<file path="config.mk">
export PLATFORM = sky130hd
export DESIGN_NAME = room_thermostat_controller_top
export DESIGN_NICKNAME = d
export VERILOG_FILES = /design/src/sv/rtc_pkg.sv /design/src/sv/rtc_ctrl.sv /design/src/sv/rtc_datapath.sv /design/src/sv/room_thermostat_controller_top.sv
export SDC_FILE = /design/constraint.sdc
export NUM_CORES = 1
export LEC_CHECK = 0
export ABC_CLOCK_PERIOD_IN_PS = 15700
export BUFFER_PORTS_ARGS = -buffer_cell sky130_fd_sc_hd__buf_2
export CAP_MARGIN = 20
export CORE_MARGIN = 4
export CORE_UTILIZATION = 40
export DETAILED_ROUTE_END_ITERATION = 16
export GPL_ROUTABILITY_DRIVEN = 0
export GPL_TIMING_DRIVEN = 0
export SYNTH_ARGS = -nofsm -noshare
export SYNTH_HDL_FRONTEND = slang
export SYNTH_SLANG_ARGS = --single-unit
</file>
<file path="constraint.sdc">
create_clock -name clk -period 15.7 [get_ports clk]
set_clock_uncertainty 0.1 [all_clocks]
set_input_delay 0.785 -clock clk [delete_from_list [all_inputs] [get_ports clk]]
set_output_delay 0.785 -clock clk [all_outputs]
set_load 0.01 [all_outputs]
</file>
<file path="src/sv/rtc_pkg.sv">
// ----------------------------------------------------------------------------
// Room thermostat controller package
// Shared constants, register indexes, command bundle and fixed-point helpers.
// ----------------------------------------------------------------------------
package rtc_pkg;

  // Field widths.
  localparam int SENSOR_W   = 10;
  localparam int SETPT_W    = 7;
  localparam int MEAS_W     = 10;
  localparam int MODE_W     = 2;
  localparam int TEMP_C_W   = 9;   // Celsius reading, at most 330
  localparam int IN_DATA_W  = 16;
  localparam int OUT_DATA_W = 24;

  // Input beat layout.
  localparam int IN_POWER_BIT  = 0;
  localparam int IN_UNIT_BIT   = 1;
  localparam int IN_MODE_BIT   = 2;
  localparam int IN_UP_BIT     = 3;
  localparam int IN_DOWN_BIT   = 4;
  localparam int IN_SAMPLE_LSB = 5;

  // Sensor scaling: reading times 330 over full scale.
  localparam int SCALE_W = 9;
  localparam int SCALE   = 330;

  // Configuration port.
  localparam int CFG_ADDR_W = 3;
  localparam int CFG_DATA_W = 7;
  localparam logic [CFG_ADDR_W-1:0] CFG_HIGH_LIMIT_C     = 3'd0;
  localparam logic [CFG_ADDR_W-1:0] CFG_LOW_LIMIT_C      = 3'd1;
  localparam logic [CFG_ADDR_W-1:0] CFG_HIGH_LIMIT_F     = 3'd2;
  localparam logic [CFG_ADDR_W-1:0] CFG_LOW_LIMIT_F      = 3'd3;
  localparam logic [CFG_ADDR_W-1:0] CFG_DEFAULT_SETPOINT = 3'd4;

  localparam logic [CFG_DATA_W-1:0] RST_HIGH_LIMIT_C     = 7'd50;
  localparam logic [CFG_DATA_W-1:0] RST_LOW_LIMIT_C      = 7'd15;
  localparam logic [CFG_DATA_W-1:0] RST_HIGH_LIMIT_F     = 7'd122;
  localparam logic [CFG_DATA_W-1:0] RST_LOW_LIMIT_F      = 7'd59;
  localparam logic [CFG_DATA_W-1:0] RST_DEFAULT_SETPOINT = 7'd20;

  // Operating modes.
  localparam logic [MODE_W-1:0] MODE_FAN  = 2'd0;
  localparam logic [MODE_W-1:0] MODE_HEAT = 2'd1;
  localparam logic [MODE_W-1:0] MODE_COOL = 2'd2;
  localparam logic [MODE_W-1:0] MODE_AUTO = 2'd3;

  localparam logic [SETPT_W-1:0] SETPT_MAX = 7'd127;

  // Commands from the controller to the datapath.
  typedef struct packed {
    logic capture;   // take the input beat
    logic update;    // apply buttons, first quotient estimate
    logic correct;   // quotient correction
    logic load_out;  // load the result register
  } rtc_cmd_t;

  // floor(y / 5) for y below 4096, by reciprocal multiplication.
  function automatic logic [9:0] div5(input logic [11:0] y);
    logic [23:0] p;
    p = 24'(y) * 24'd3277;
    return p[23:14];
  endfunction

  // floor(y / 9) for y below 512.
  function automatic logic [5:0] div9(input logic [8:0] y);
    logic [20:0] p;
    p = 21'(y) * 21'd3641;
    return p[20:15];
  endfunction

  // Celsius reading to Fahrenheit: floor(c * 9 / 5) + 32.
  function automatic logic [MEAS_W-1:0] c_to_f(input logic [TEMP_C_W-1:0] c);
    logic [11:0] y;
    y = 12'(c) * 12'd9;
    return div5(y) + 10'd32;
  endfunction

  // Setpoint to Fahrenheit, saturated at the top of the setpoint range.
  function automatic logic [SETPT_W-1:0] setpt_to_f(input logic [SETPT_W-1:0] t);
    logic [11:0] y;
    logic [9:0]  v;
    y = 12'(t) * 12'd9;
    v = div5(y) + 10'd32;
    return (v > 10'(SETPT_MAX)) ? SETPT_MAX : v[SETPT_W-1:0];
  endfunction

  // Setpoint to Celsius, zero at or below freezing.
  function automatic logic [SETPT_W-1:0] setpt_to_c(input logic [SETPT_W-1:0] t);
    logic [8:0] y;
    y = 9'(t - 7'd32) * 9'd5;
    return (t <= 7'd32) ? '0 : 7'(div9(y));
  endfunction

endpackage

</file>
<file path="src/sv/rtc_ctrl.sv">
// ----------------------------------------------------------------------------
// Room thermostat controller sequencer
// Steps one tick through capture, update, correction and result load.
// ----------------------------------------------------------------------------
module rtc_ctrl (
  input  logic             clk,
  input  logic             rst_n,
  input  logic             in_tvalid,
  output logic             in_tready,
  output logic             out_tvalid,
  input  logic             out_tready,
  output rtc_pkg::rtc_cmd_t cmd
);

  localparam logic [1:0] S_IDLE = 2'd0;
  localparam logic [1:0] S_UPD  = 2'd1;
  localparam logic [1:0] S_COR  = 2'd2;
  localparam logic [1:0] S_FIN  = 2'd3;

  logic [1:0] state_r, state_nxt;
  logic       out_valid_r, out_valid_nxt;

  always_comb begin
    state_nxt     = state_r;
    out_valid_nxt = out_valid_r && !out_tready;
    cmd           = '0;
    case (state_r)
      S_IDLE: begin
        if (in_tvalid) begin
          cmd.capture = 1'b1;
          state_nxt   = S_UPD;
        end
      end
      S_UPD: begin
        cmd.update = 1'b1;
        state_nxt  = S_COR;
      end
      S_COR: begin
        cmd.correct = 1'b1;
        state_nxt   = S_FIN;
      end
      S_FIN: begin
        // The result register is free, or its beat leaves this cycle.
        if (!out_valid_r || out_tready) begin
          cmd.load_out  = 1'b1;
          out_valid_nxt = 1'b1;
          state_nxt     = S_IDLE;
        end
      end
      default: begin
        state_nxt = S_IDLE;
      end
    endcase
  end

  always_ff @(posedge clk) begin
    if (!rst_n) begin
      state_r     <= S_IDLE;
      out_valid_r <= 1'b0;
    end else begin
      state_r     <= state_nxt;
      out_valid_r <= out_valid_nxt;
    end
  end

  assign in_tready  = (state_r == S_IDLE);
  assign out_tvalid = out_valid_r;

  a_tick_reaches_fin: assert property (@(posedge clk) disable iff (!rst_n)
    (in_tvalid && in_tready) |-> ##3 (state_r == S_FIN))
    else $error("accepted beat did not reach the final step on time");

  a_free_slot_loads: assert property (@(posedge clk) disable iff (!rst_n)
    (state_r == S_FIN && !out_valid_r) |=> (out_valid_r && state_r == S_IDLE))
    else $error("result not loaded into a free output register");

  a_valid_from_fin: assert property (@(posedge clk) disable iff (!rst_n)
    $rose(out_valid_r) |-> ($past(state_r) == S_FIN))
    else $error("output valid raised outside the final step");

endmodule

</file>
<file path="src/sv/rtc_datapath.sv">
// ----------------------------------------------------------------------------
// Room thermostat controller datapath
// Holds configuration and controller state, scales the sensor reading and
// forms the drive decisions and the result beat.
// ----------------------------------------------------------------------------
module rtc_datapath #(
  parameter int SAMPLE_BITS = 10
) (
  input  logic                                clk,
  input  logic                                rst_n,
  input  rtc_pkg::rtc_cmd_t                   cmd,
  input  logic [rtc_pkg::IN_DATA_W-1:0]       in_tdata,
  input  logic                                cfg_wen,
  input  logic [rtc_pkg::CFG_ADDR_W-1:0]      cfg_addr,
  input  logic [rtc_pkg::CFG_DATA_W-1:0]      cfg_wdata,
  output logic [rtc_pkg::OUT_DATA_W-1:0]      out_tdata
);

  localparam int SW = (SAMPLE_BITS < rtc_pkg::SENSOR_W) ? SAMPLE_BITS : rtc_pkg::SENSOR_W;
  localparam int XW = SW + rtc_pkg::SCALE_W;
  localparam int PW = 2 * XW;
  localparam int CW = rtc_pkg::TEMP_C_W + SAMPLE_BITS;
  localparam longint FS    = (longint'(1) << SAMPLE_BITS) - 1;
  localparam longint RECIP = (longint'(1) << XW) / FS;

  localparam int CW_T = rtc_pkg::TEMP_C_W;
  localparam int SP_W = rtc_pkg::SETPT_W;

  // Configuration registers.
  logic [SP_W-1:0] hi_c_r, lo_c_r, hi_f_r, lo_f_r, def_sp_r;

  always_ff @(posedge clk) begin
    if (!rst_n) begin
      hi_c_r   <= rtc_pkg::RST_HIGH_LIMIT_C;
      lo_c_r   <= rtc_pkg::RST_LOW_LIMIT_C;
      hi_f_r   <= rtc_pkg::RST_HIGH_LIMIT_F;
      lo_f_r   <= rtc_pkg::RST_LOW_LIMIT_F;
      def_sp_r <= rtc_pkg::RST_DEFAULT_SETPOINT;
    end else if (cfg_wen) begin
      case (cfg_addr)
        rtc_pkg::CFG_HIGH_LIMIT_C:     hi_c_r   <= cfg_wdata;
        rtc_pkg::CFG_LOW_LIMIT_C:      lo_c_r   <= cfg_wdata;
        rtc_pkg::CFG_HIGH_LIMIT_F:     hi_f_r   <= cfg_wdata;
        rtc_pkg::CFG_LOW_LIMIT_F:      lo_f_r   <= cfg_wdata;
        rtc_pkg::CFG_DEFAULT_SETPOINT: def_sp_r <= cfg_wdata;
        default: ;
      endcase
    end
  end

  // Captured beat: buttons and the scaled sample.
  logic [4:0]    btn_r;
  logic [XW-1:0] x_r, x_nxt;
  logic [SW-1:0] sample;

  assign sample = in_tdata[rtc_pkg::IN_SAMPLE_LSB +: SW];
  assign x_nxt  = XW'(sample) * XW'(rtc_pkg::SCALE);

  always_ff @(posedge clk) begin
    if (cmd.capture) begin
      btn_r <= in_tdata[rtc_pkg::IN_DOWN_BIT:rtc_pkg::IN_POWER_BIT];
      x_r   <= x_nxt;
    end
  end

  // Controller state and button handling.
  logic                       powered_r, powered_nxt;
  logic                       fahr_r, fahr_nxt;
  logic [rtc_pkg::MODE_W-1:0] mode_r, mode_nxt;
  logic [SP_W-1:0]            sp_r, sp_nxt;

  always_comb begin
    logic [SP_W-1:0] sp1, sp2, hi, lo;
    powered_nxt = powered_r ^ btn_r[rtc_pkg::IN_POWER_BIT];
    fahr_nxt    = 1'b0;
    mode_nxt    = rtc_pkg::MODE_FAN;
    sp_nxt      = def_sp_r;
    sp1         = sp_r;
    sp2         = sp_r;
    hi          = hi_c_r;
    lo          = lo_c_r;
    if (powered_nxt) begin
      fahr_nxt = fahr_r ^ btn_r[rtc_pkg::IN_UNIT_BIT];
      if (btn_r[rtc_pkg::IN_UNIT_BIT]) begin
        sp1 = fahr_nxt ? rtc_pkg::setpt_to_f(sp_r) : rtc_pkg::setpt_to_c(sp_r);
      end
      mode_nxt = mode_r + rtc_pkg::MODE_W'(btn_r[rtc_pkg::IN_MODE_BIT]);
      hi = fahr_nxt ? hi_f_r : hi_c_r;
      lo = fahr_nxt ? lo_f_r : lo_c_r;
      sp2 = sp1;
      if (btn_r[rtc_pkg::IN_UP_BIT] && sp1 <= hi && sp1 != rtc_pkg::SETPT_MAX) begin
        sp2 = sp1 + 7'd1;
      end
      sp_nxt = sp2;
      if (btn_r[rtc_pkg::IN_DOWN_BIT] && sp2 > lo) begin
        sp_nxt = sp2 - 7'd1;
      end
    end
  end

  always_ff @(posedge clk) begin
    if (!rst_n) begin
      powered_r <= 1'b0;
      fahr_r    <= 1'b0;
      mode_r    <= rtc_pkg::MODE_FAN;
      sp_r      <= rtc_pkg::RST_DEFAULT_SETPOINT;
    end else if (cmd.update) begin
      powered_r <= powered_nxt;
      fahr_r    <= fahr_nxt;
      mode_r    <= mode_nxt;
      sp_r      <= sp_nxt;
    end
  end

  // Division by full scale: reciprocal estimate, then one correction.
  logic [PW-1:0]   prod;
  logic [CW_T-1:0] q0_r, c_r;
  logic [CW-1:0]   qfs, rem;

  assign prod = PW'(x_r) * PW'(RECIP);
  assign qfs  = (CW'(q0_r) << SAMPLE_BITS) - CW'(q0_r);
  assign rem  = CW'(x_r) - qfs;

  always_ff @(posedge clk) begin
    if (cmd.update) begin
      q0_r <= CW_T'(prod >> XW);
    end
    if (cmd.correct) begin
      c_r <= q0_r + CW_T'(rem >= CW'(FS));
    end
  end

  // Measured temperature and drives.
  logic [rtc_pkg::MEAS_W-1:0] meas;
  logic                       heat, cool, fan, above, below;

  assign meas  = fahr_r ? rtc_pkg::c_to_f(c_r) : rtc_pkg::MEAS_W'(c_r);
  assign above = rtc_pkg::MEAS_W'(sp_r) > meas;
  assign below = rtc_pkg::MEAS_W'(sp_r) < meas;

  always_comb begin
    heat = 1'b0;
    cool = 1'b0;
    fan  = 1'b0;
    if (powered_r) begin
      case (mode_r)
        rtc_pkg::MODE_FAN: begin
          fan = 1'b1;
        end
        rtc_pkg::MODE_HEAT: begin
          heat = above;
          fan  = above;
        end
        rtc_pkg::MODE_COOL: begin
          cool = below;
          fan  = below;
        end
        default: begin
          heat = above;
          cool = below;
          fan  = above || below;
        end
      endcase
    end
  end

  logic [rtc_pkg::OUT_DATA_W-1:0] out_data_r;

  always_ff @(posedge clk) begin
    if (cmd.load_out) begin
      out_data_r <= {powered_r, fahr_r, mode_r, meas, sp_r, fan, cool, heat};
    end
  end

  assign out_tdata = out_data_r;

  a_off_is_cleared: assert property (@(posedge clk) disable iff (!rst_n)
    !powered_r |-> (mode_r == rtc_pkg::MODE_FAN && !fahr_r))
    else $error("mode or unit not cleared while powered off");

  a_off_no_drive: assert property (@(posedge clk) disable iff (!rst_n)
    cmd.load_out |=> (out_data_r[rtc_pkg::OUT_DATA_W-1] || out_data_r[2:0] == 3'b000))
    else $error("drive active in a result beat while powered off");

endmodule

</file>
<file path="src/sv/room_thermostat_controller_top.sv">
// ----------------------------------------------------------------------------
// Room thermostat controller, top level
//
// One input beat is one tick: five button presses and a sensor reading. The
// block answers each tick with exactly one result beat carrying the heater,
// cooler and fan drives, the setpoint and measured temperature in the chosen
// unit, the mode, the unit and the power status.
// A tick passes these steps from acceptance to the result register: capture
// (the sample is scaled by 330 on the way in), state update with a first
// reciprocal estimate of the division by full scale, one correction step,
// and the final unit conversion and drive decision. A new tick is taken on
// the cycle after the result is loaded, so the block takes no new tick while
// an earlier one is still in its steps.
// The result sits in a register of its own, so a tick may be accepted while
// an earlier result still waits; if the receiver stalls, the following tick
// holds in its last step until the register is free.
// After reset the unit is off, in Celsius and fan mode, with the default
// setpoint, and the limit registers hold their documented defaults.
// Configuration writes take effect on the clock edge that carries them.
// ----------------------------------------------------------------------------
module room_thermostat_controller_top #(
  parameter int SAMPLE_BITS = 10
) (
  input  logic                           clk,
  input  logic                           rst_n,
  // in_tdata: power_press, unit_press, mode_press, up_press, down_press,
  // sensor_sample[9:0], one zero bit.
  input  logic                           in_tvalid,
  output logic                           in_tready,
  input  logic [rtc_pkg::IN_DATA_W-1:0]  in_tdata,
  // out_tdata: heater_on, cooler_on, fan_on, setpoint_out[6:0],
  // measured_temp[9:0], mode_out[1:0], fahrenheit_out, powered_out.
  output logic                           out_tvalid,
  input  logic                           out_tready,
  output logic [rtc_pkg::OUT_DATA_W-1:0] out_tdata,
  input  logic                           cfg_wen,
  input  logic [rtc_pkg::CFG_ADDR_W-1:0] cfg_addr,
  input  logic [rtc_pkg::CFG_DATA_W-1:0] cfg_wdata
);

  // Command bundle from the sequencer to the datapath.
  rtc_pkg::rtc_cmd_t cmd;

  // The sequencer owns the handshakes and the result valid flag.
  rtc_ctrl u_ctrl (
    .clk        (clk),
    .rst_n      (rst_n),
    .in_tvalid  (in_tvalid),
    .in_tready  (in_tready),
    .out_tvalid (out_tvalid),
    .out_tready (out_tready),
    .cmd        (cmd)
  );

  // The datapath holds the settings, the controller state and the result.
  rtc_datapath #(
    .SAMPLE_BITS (SAMPLE_BITS)
  ) u_datapath (
    .clk       (clk),
    .rst_n     (rst_n),
    .cmd       (cmd),
    .in_tdata  (in_tdata),
    .cfg_wen   (cfg_wen),
    .cfg_addr  (cfg_addr),
    .cfg_wdata (cfg_wdata),
    .out_tdata (out_tdata)
  );

endmodule
</file>
==> qor.csv, run 1 <==
stage,metric,value,unit
global_route,global-route wire length before repair,54.9,mm
detailed_routing,DRT Pass-1 Iters,4,
sta,Least-Margin Pin Slew,913,ps
cts,CTS Buffer Depth,2,
sta,Peak Freq,0.0796,GHz
global_route,vias in the first global route,11000,
synthesis,fraction of registers with async set/reset,0,%
detailed_routing,Routed WL per cell,15.0,um
detailed_routing,Vias per Instance,5.06,
synthesis,ys flop type,edfxtp_1,
sta,minimum clock period,12570,ps
cells_and_area,Nets,2102,
synthesis,number of synthesized flops with an enable pin,65,
cts,Clock Sinks,114,
cts,CTS buffer count,17,
synthesis,yosys warns,0,
critical_path,Crit Path Category,reg2reg,
sta,worst slew margin relative to its limit,39.0,%
run,MaxCap Viol Count,0,
placed_design,IO Port Bufs,55,
cts,CTS root buffer,clkbuf_16,
floorplan,row count,70,
critical_path,crit path DAT,12770,ps
critical_path,R2R setup slack,3130,ps
cells_and_area,layout cell share with drive strength beyond 1,9.27,%
cts,setup bufs post-CTS,0,
floorplan,core area,36900,um2
global_route,antenna violations before repair,0,
detailed_routing,"wirelength, routed",32.3,mm
cts,clk slew on worst S/H paths,60,ps
critical_path,Critical Path End Type,register,
critical_path,CP Launch Type,register,
cts,CTS Hold Bufs,0,
critical_path,Required @ worst endpoint,15900,ps
synthesis,Synth cell types,94,
hold_path,HP Class,reg2reg,
sta,Fin Setup TNS,0,ps
cells_and_area,Syn-to-layout area delta,10.3,%
global_route,GRT overflow,0,
synthesis,"flops & latches, synth",114,
detailed_routing,number of remaining DRC errors,0,
floorplan,Initial Utilization,40.9,%
synthesis,Syn Inst Count,1551,
cts,Worst-Skew Late Latency,420,ps
sta,Pins Over Slew Limit,0,
detailed_routing,Vias,10800,
sta,Final period util,80.1,%
floorplan,die width,202,um
cts,H-tree Lvls,4,
global_route,largest net degree at the start of global routing,24,
cts,CTS tree,yes,
outcome,status,"complete, no violations",
global_route,GRT Util Overall,16.2,%
critical_path,slowest library cell on the worst path,dfxtp_1,
sta,Fin. Hold Viols,0,
synthesis,post-synthesis sequential area ratio,19.4,%
floorplan,Die H,202,um
synthesis,"Cell Area, Synth",15100,um2
floorplan,IO Count,57,
detailed_routing,number of DRC markers in iteration 0,490,
critical_path,cell repeated most along the worst path,ha_1,
placed_design,post-detail-place hpwl,27.2,mm
sta,Final setup viols,0,
floorplan,die area,40900,um2
detailed_routing,"antenna viol nets, final",0,
synthesis,Syn Area/Cell,9.73,um2
sta,RSZ-0062 raised after global routing,no,
critical_path,CP max stage delay,860,ps
critical_path,"Max FO, Critical Path",14,
synthesis,Mapped Nets,2026,
cts,CTS resizes,0,
cells_and_area,Antenna Cells,0,
==> logic make-up after synthesis <==
| logic type | after synthesis | synth area share (%) |
|---|---|---|
| fa+ha+maj | 444 | 42.0 |
| flops | 114 | 19.4 |
| compound gates | 266 | 12.6 |
| xor+xnor | 86 | 4.99 |
| buf+inv | 291 | 7.57 |
| simple gates | 312 | 10.8 |
| mux | 38 | 2.64 |
==> final timing paths <==
path,start,endpoint,cells after the start
max reg2reg,u_datapath.sp_r[2]$_SDFFE_PN1N_,u_datapath.sp_r[3]$_SDFFE_PN0N_,46
min reg2reg,u_datapath.x_r[10]$_DFFE_PP_,u_datapath.q0_r[0]$_DFFE_PN_,0
max,u_datapath.sp_r[2]$_SDFFE_PN1N_,u_datapath.sp_r[3]$_SDFFE_PN0N_,46
min,u_datapath.x_r[10]$_DFFE_PP_,u_datapath.q0_r[0]$_DFFE_PN_,0
==> through the flow <==
| step | setup slack (ps) | instance area (um2) | util, % | hold WS [ps] | cells |
|---|---|---|---|---|---|
| 4_1_cts | 3160 | 16600 | 45.1 | 354 | 2143 |
| 5_1_grt | 2250 | 16600 | 45.1 | 378 | 2144 |
| 2_1_floorplan | 4790 | 15100 | - | 306 | 1551 |
| 3_3_place_gp | 3290 | 16000 | 43.4 | 340 | 2110 |
| 3_5_place_dp | 3240 | 16000 | 43.4 | 343 | 2111 |
| 6_report | 3130 | 16600 | 45.1 | 350 | 2144 |
==> per-layer routing <==
metal  track usage, %  up-vias  share of wire [%]
li1                 -     5525                  -
met1             23.6     5165                 51
met2             26.0      137                 45
met3             2.33       19                3.0
met4             2.91        0                1.0
met5                0        -                  0
==> critical path: cells and delay by family, from the launching register on <==
family,cells,cell delay [ps]
AO/OA/AOI/OAI,18,4580
XOR/XNOR,2,510
adder cells (fa/ha/maj),11,4390
buffers and inverters,4,260
flip-flops,1,860
AND/OR/NAND/NOR,11,1710
==> cells in the final DEF (no fill, tap or decap), types with 5 or more instances in the layout <==
| cell type | instances |
|---|---|
| o21ai_0 | 48 |
| nor3_1 | 11 |
| mux2i_1 | 27 |
| nand3_1 | 40 |
| nand4_1 | 9 |
| a21boi_0 | 18 |
| a31oi_1 | 11 |
| dfxtp_1 | 49 |
| nor2b_1 | 22 |
| and4_1 | 5 |
| or3_1 | 5 |
| or2_2 | 9 |
| fa_1 | 104 |
| nand2_1 | 101 |
| edfxtp_1 | 65 |
| and2_1 | 11 |
| xor2_1 | 25 |
| mux2_2 | 10 |
| inv_1 | 267 |
| a21oi_1 | 63 |
| ha_1 | 340 |
| o31a_1 | 5 |
| o211ai_1 | 8 |
| a211oi_1 | 6 |
| o31ai_1 | 5 |
| buf_2 | 57 |
| nor4_1 | 6 |
| inv_6 | 5 |
| nand2b_1 | 20 |
| o21a_1 | 18 |
| nor2_1 | 39 |
| o21bai_1 | 13 |
| and3_1 | 8 |
| clkbuf_16 | 19 |
| clkbuf_1 | 13 |
| xnor2_1 | 61 |
| a21o_1 | 18 |
==> layout make-up <==
type                    count  area (um2)
fillers                  3544       20200
clock inverters            13         133
clock buffers              19         475
flip-flops and latches    114        2930
plain buffers              24         140
well taps                 504         631
multi-input cells        1146       11000
repair buffers             57         318
inverters                 267        1000
==> state kept, by name (all words and copies together) (netlist names) <==
name                  cells
u_datapath.hi_f_r         7
u_datapath.def_sp_r       7
u_datapath.lo_c_r         7
u_datapath.q0_r           9
u_datapath.powered_r      1
u_datapath.fahr_r         1
u_datapath.out_tdata     24
u_datapath.sp_r           7
u_datapath.btn_r          5
u_datapath.hi_c_r         7
u_ctrl.out_tvalid         1
u_datapath.mode_r         2
u_datapath.c_r            9
u_ctrl.state_r            2
u_datapath.lo_f_r         7
u_datapath.x_r           18
==> cell usage after synthesis (5+ instances only) <==
cell	instances	area, um2
a211oi_1	6	45.0
a21boi_0	18	135
a21o_1	18	135
a21oi_1	63	315
a31oi_1	11	68.8
and2_1	11	68.8
and3_1	8	50.1
and4_1	5	43.8
clkbuf_1	13	48.8
dfxtp_1	49	981
edfxtp_1	65	1950
fa_1	104	2080
ha_1	340	4250
inv_1	267	1000
mux2_2	10	113
mux2i_1	27	270
nand2_1	101	379
nand2b_1	20	125
nand3_1	40	200
nand4_1	9	56.3
nor2_1	39	146
nor2b_1	23	144
nor3_1	11	55.1
nor4_1	6	37.5
o211ai_1	8	60.1
o21a_1	18	135
o21ai_0	48	240
o21bai_1	13	97.6
o31a_1	5	43.8
o31ai_1	5	37.5
or2_2	9	56.3
or3_1	5	31.3
xnor2_1	61	534
xor2_1	25	219
Power of run 1 is left out: the tool's default activity adds up to more than one toggle a clock period on the data nets, which glitch-free logic cannot reach.
==> inputs of run 2 (changes only) <==
ABC_AREA = 1   (was unset)
ABC_CLOCK_PERIOD_IN_PS = 10500   (was 15700)
clock period = 10.5 ns   (was 15.7 ns; I/O delays follow)
==> qor.csv, run 2 <==
stage,metric,value,unit
outcome,status,"complete, no violations",
critical_path,"Max FO, Critical Path",13,
synthesis,"flops & latches, synth",114,
sta,Least-Margin Pin Slew,958,ps
cts,CTS buffer count,17,
sta,Pins Over Slew Limit,0,
cts,CTS root buffer,clkbuf_16,
critical_path,RR Startpoint,u_datapath.sp_r[1]$_SDFFE_PN0N_,
detailed_routing,number of remaining DRC errors,0,
floorplan,Initial Utilization,40.9,%
synthesis,simple-gate share of the synthesized area,16.2,%
critical_path,crit path DAT,9890,ps
sta,minimum clock period,9690,ps
critical_path,Required @ worst endpoint,10700,ps
synthesis,area share of the largest cell type after synthesis,28.1,%
sta,worst slew margin relative to its limit,36.1,%
cells_and_area,final core utilization,45.2,%
synthesis,fraction of registers with async set/reset,0,%
critical_path,CP Launch Type,register,
critical_path,Critical Path End Type,register,
synthesis,portion of netlist area occupied by mux cells,0.529,%
detailed_routing,"wirelength, routed",33.5,mm
detailed_routing,Routed WL per cell,14.1,um
synthesis,"Cell Area, Synth",15100,um2
cells_and_area,Nets,2337,
synthesis,most frequent cell after synthesis,inv_1,
cts,CTS Buffer Depth,2,
detailed_routing,"antenna viol nets, final",0,
detailed_routing,Vias,11700,
synthesis,yosys warns,0,
synthesis,xor/xnor share of the synthesized area,4.05,%
cts,H-tree Lvls,4,
synthesis,ys flop type,edfxtp_1,
critical_path,r2r endpoint,u_datapath.sp_r[3]$_SDFFE_PN0N_,
cts,Clock Sinks,114,
critical_path,R2R setup slack,810,ps
floorplan,IO Count,57,
detailed_routing,Vias per Instance,4.91,
hold_path,Hold Path End,u_datapath.btn_r[3]$_DFFE_PP_,
critical_path,Worst Reg-to-Reg Cells,54,
hold_path,hold depth,1,
critical_path,CP max stage delay,550,ps
cells_and_area,Syn-to-layout area delta,10.4,%
global_route,global-route wire length before repair,56.9,mm
detailed_routing,number of DRC markers in iteration 0,497,
sta,Final period util,92.3,%
synthesis,Synth Area in Adders,41.9,%
cells_and_area,"commonest non-fill, non-tap cells in the layout","inv_1 (359), ha_1 (340), nand2_1 (275), a21oi_1 (110), fa_1 (104)",
hold_path,HP Class,in2reg,
hold_path,HP Start,in_tdata[3],
floorplan,row count,70,
synthesis,most instantiated cells after synthesis,"inv_1 (359), ha_1 (340), nand2_1 (275)",
synthesis,Mapped Nets,2262,
floorplan,core area,37000,um2
global_route,GRT Util Overall,16.8,%
critical_path,slowest library cell on the worst path,fa_1,
synthesis,leading area contributor after synthesis,ha_1,
synthesis,Syn Area/Cell,8.47,um2
sta,Fin Setup TNS,0,ps
global_route,GRT overflow,0,
cells_and_area,max reg flops,24,
floorplan,die area,41000,um2
cells_and_area,layout cell share with drive strength beyond 1,7.89,%
sta,Peak Freq,0.103,GHz
cts,setup bufs post-CTS,0,
critical_path,cell repeated most along the worst path,nand2_1,
global_route,largest net degree at the start of global routing,24,
cts,clk slew on worst S/H paths,60,ps
synthesis,post-synthesis sequential area ratio,19.4,%
run,MaxCap Viol Count,0,
synthesis,number of synthesized flops with an enable pin,65,
global_route,vias in the first global route,11600,
floorplan,Die H,203,um
global_route,antenna violations before repair,0,
cells_and_area,"most common cell after layout, fill and taps aside",inv_1,
placed_design,IO Port Bufs,55,
critical_path,Crit Path Category,reg2reg,
sta,Fin. Hold Viols,0,
synthesis,post-synthesis compound-gate area fraction,8.67,%
cts,Worst-Skew Late Latency,420,ps
sta,Final setup viols,0,
synthesis,Synth cell types,55,
cts,CTS tree,yes,
detailed_routing,DRT Pass-1 Iters,5,
cells_and_area,Antenna Cells,0,
synthesis,Synth area leaders,"ha_1 (28%), fa_1 (14%), edfxtp_1 (13%)",
placed_design,post-detail-place hpwl,28.6,mm
synthesis,Syn Inst Count,1787,
floorplan,die width,203,um
synthesis,largest family of logic cells by synthesized area,adder cells,
## run 2: cell types whose count changed after synthesis, moves of 19 or more
cell	previous run	this run
xor2_1	25	50
nor2b_1	23	0
nand2b_1	20	0
nor2_1	39	105
nand3_1	40	76
mux2i_1	27	8
xnor2_1	61	20
nand2_1	101	275
inv_1	267	359
a21oi_1	63	112
## run 2: cell families (layout without fill, tap and decap cells)
logic type,count (synthesis),count (layout)
AND/OR/NAND/NOR,547,547
adder cells (fa/ha/maj),444,444
buffers and inverters,375,463
AO/OA/AOI/OAI,229,229
flip-flops,114,114
XOR/XNOR,70,70
multiplexers,8,8
## run 2: timing repair
item	in CTS	in global routing
setup endpoints to repair	0	7
hold buffers	0	0
endpoints found under the hold margin	0	0
gates resized for setup	0	19
## run 2: through the flow
stage	setup WS, ps	cell area [um2]	hold slack [ps]	cells
after global routing	-24.6	16700	157	2379
after global placement	196	16000	323	2346
after CTS	43.3	16600	160	2379
after floorplan	1470	15100	306	1787
after detailed placement	103	16100	326	2347
final	806	16700	180	2379
## run 2: critical path: cells and delay by family (launching register included)
family	cells	cell delay, ps
buffers and inverters	7	520
adder cells (fa/ha/maj)	12	4330
XOR/XNOR	1	260
AO/OA/AOI/OAI	7	1200
AND/OR/NAND/NOR	27	2660
flip-flops	1	500
## run 2: worst max path at each step
stage	startpoint	to	slack, ps	depth (start not counted)
6_report	u_datapath.sp_r[1]$_SDFFE_PN0N_	u_datapath.sp_r[3]$_SDFFE_PN0N_	810	54
5_1_grt	u_datapath.sp_r[1]$_SDFFE_PN0N_	u_datapath.sp_r[3]$_SDFFE_PN0N_	-20	54
4_1_cts	u_datapath.sp_r[1]$_SDFFE_PN0N_	u_datapath.sp_r[3]$_SDFFE_PN0N_	40	56
3_5_place_dp	u_datapath.sp_r[1]$_SDFFE_PN0N_	u_datapath.sp_r[3]$_SDFFE_PN0N_	100	56
3_3_place_gp	u_datapath.sp_r[1]$_SDFFE_PN0N_	u_datapath.sp_r[3]$_SDFFE_PN0N_	200	54
2_1_floorplan	u_datapath.sp_r[1]$_SDFFE_PN0N_	u_datapath.sp_r[4]$_SDFFE_PN1N_	1470	48
## run 2: cell type report
| class | count | area, um2 |
|---|---|---|
| Fill cell | 3675 | 20300 |
| Multi-Input combinational cell | 1298 | 10800 |
| Clock buffer | 22 | 485 |
| Sequential cell | 114 | 2950 |
| Tap cell | 504 | 631 |
| Timing Repair Buffer | 56 | 290 |
| Inverter | 366 | 1380 |
| Clock inverter | 10 | 92.6 |
| Buffer | 9 | 33.8 |
## run 2: per-layer routing
layer,vias up,part of all wire (%),GRT usage [%]
met5,-,0,0
met4,0,1.1,2.81
met3,30,3.5,2.38
met2,183,44,26.5
met1,5470,51,24.9
li1,6007,-,-
Power of run 2 is left out for the same reason.
==> inputs of run 3 (changes only) <==
ABC_CLOCK_PERIOD_IN_PS = 12350   (was 10500)
CORE_UTILIZATION = 65   (was 40)
PLACE_DENSITY = 0.83   (was unset)
clock period = 12.35 ns   (was 10.5 ns; I/O delays follow)
==> qor.csv, run 3 (synthesis results as in run 2) <==
stage,metric,value,unit
placed_design,DP Area,15800,um2
floorplan,Initial Utilization,66.4,%
critical_path,CP Launch Type,register,
cts,H-tree Lvls,4,
cells_and_area,Antenna Cells,0,
sta,Fin Setup TNS,0,ps
critical_path,RR Startpoint,u_datapath.sp_r[1]$_SDFFE_PN0N_,
sta,minimum clock period,10400,ps
cells_and_area,"most common cell after layout, fill and taps aside",inv_1,
cells_and_area,number of fill cells,1649,
detailed_routing,Vias,12200,
detailed_routing,number of remaining DRC errors,0,
cts,CTS Hold Bufs,0,
global_route,largest net degree at the start of global routing,24,
sta,Peak Freq,0.0961,GHz
hold_path,hold depth,1,
placed_design,Setup WS pre-CTS,2140,ps
detailed_routing,"wirelength, routed",33.5,mm
global_route,GRT overflow,0,
critical_path,crit path DAT,10610,ps
cells_and_area,max reg flops,24,
cells_and_area,Nets,2337,
global_route,grt met1 use,34.8,%
critical_path,CP max stage delay,840,ps
critical_path,Worst setup endpoint,u_datapath.sp_r[4]$_SDFFE_PN1N_,
cts,Clock Sinks,114,
sta,slack of the critical path,1950,ps
cells_and_area,Syn-to-layout area delta,8.51,%
critical_path,Worst Reg-to-Reg Cells,56,
cts,Worst-Skew Late Latency,430,ps
cells_and_area,"Design Area, Final",16400,um2
global_route,global-route wire length before repair,56.8,mm
floorplan,die width,161,um
detailed_routing,Routed WL per cell,15.3,um
floorplan,row count,55,
placed_design,IO Port Bufs,55,
global_route,GRT Max-Usage Layer,met2,
detailed_routing,number of DRC markers in iteration 0,760,
cells_and_area,register area,2930,um2
cts,CTS resizes,0,
cells_and_area,"commonest non-fill, non-tap cells in the layout","inv_1 (359), ha_1 (340), nand2_1 (275), a21oi_1 (111), nor2_1 (105)",
critical_path,Crit Path Category,reg2reg,
sta,Least-Margin Pin Slew,886,ps
detailed_routing,"antenna viol nets, final",0,
global_route,M2 GR Usage,45.5,%
detailed_routing,Vias per Instance,5.59,
cells_and_area,footprint of the multi-input gates,10800,um2
critical_path,Critical Path End Type,register,
critical_path,R2R setup slack,1950,ps
critical_path,"Max FO, Critical Path",13,
sta,RSZ-0062 raised after global routing,no,
critical_path,Required @ worst endpoint,12560,ps
cts,CTS Buffer Depth,2,
floorplan,die area,25800,um2
cts,setup bufs post-CTS,0,
cts,CTS tree,yes,
cts,CTS root buffer,clkbuf_16,
global_route,met3 Use GR,4.13,%
critical_path,slowest library cell on the worst path,dfxtp_1,
placed_design,post-detail-place hpwl,27.3,mm
outcome,status,"complete, no violations",
floorplan,core area,22800,um2
global_route,vias in the first global route,12300,
sta,Final setup viols,0,
critical_path,CP Launch Point,u_datapath.sp_r[1]$_SDFFE_PN0N_,
cells_and_area,layout cell share with drive strength beyond 1,7.31,%
floorplan,IO Count,57,
hold_path,HP Class,in2reg,
critical_path,cell repeated most along the worst path,nand2_1,
cts,clk slew on worst S/H paths,70,ps
run,MaxCap Viol Count,0,
critical_path,r2r endpoint,u_datapath.sp_r[4]$_SDFFE_PN1N_,
sta,worst slew margin relative to its limit,40.7,%
global_route,antenna violations before repair,0,
cts,CTS buffer count,17,
global_route,GRT Util Overall,26.7,%
sta,Final period util,84.2,%
sta,Fin. Hold Viols,0,
floorplan,Die H,161,um
sta,Pins Over Slew Limit,0,
detailed_routing,DRT Pass-1 Iters,6,
## run 3: per-stage QoR
| stage | hold WS, ps | cells | util [%] |
|---|---|---|---|
| after floorplan | 306 | 1787 | - |
| after global placement | 310 | 2155 | 69.4 |
| after detailed placement | 331 | 2156 | 69.4 |
| after CTS | 254 | 2188 | 72.1 |
| after global routing | 251 | 2188 | 72.1 |
| final | 263 | 2188 | 72.1 |
## run 3: worst min-delay path by stage
stage / end / start
floorplan: u_datapath.out_tdata[22]$_DFFE_PP_ / u_datapath.fahr_r$_SDFFE_PN0N_
detailed placement: u_datapath.out_tdata[22]$_DFFE_PP_ / u_datapath.fahr_r$_SDFFE_PN0N_
global route: u_datapath.btn_r[0]$_DFFE_PP_ / in_tdata[0]
global placement: u_datapath.out_tdata[22]$_DFFE_PP_ / u_datapath.fahr_r$_SDFFE_PN0N_
CTS: u_datapath.btn_r[1]$_DFFE_PP_ / in_tdata[1]
finish: u_datapath.btn_r[1]$_DFFE_PP_ / in_tdata[1]
## run 3: worst max-delay path: cells and delay by family (launching register included)
| family | cells | cell delay (ps) |
|---|---|---|
| AO/OA/AOI/OAI | 6 | 1120 |
| buffers and inverters | 8 | 580 |
| adder cells (fa/ha/maj) | 11 | 3890 |
| XOR/XNOR | 3 | 830 |
| flip-flops | 1 | 840 |
| AND/OR/NAND/NOR | 28 | 2890 |
## run 3: final cells by class
cell class | instances | share of cell area (%)
clock buffer | 18 | 2.74
buffer | 9 | 0.206
inverter | 366 | 8.38
sequential | 114 | 17.9
tap | 313 | 2.39
multi-input combinational | 1298 | 65.7
timing repair buffer | 56 | 1.77
clock inverter | 14 | 0.922
## run 3: layer usage
metal	vias to the layer above	wire length, um
li1	6022	-
met1	5709	14500
met2	408	15900
met3	93	2000
met4	0	1010
met5	-	0
Power of run 3 is left out for the same reason.
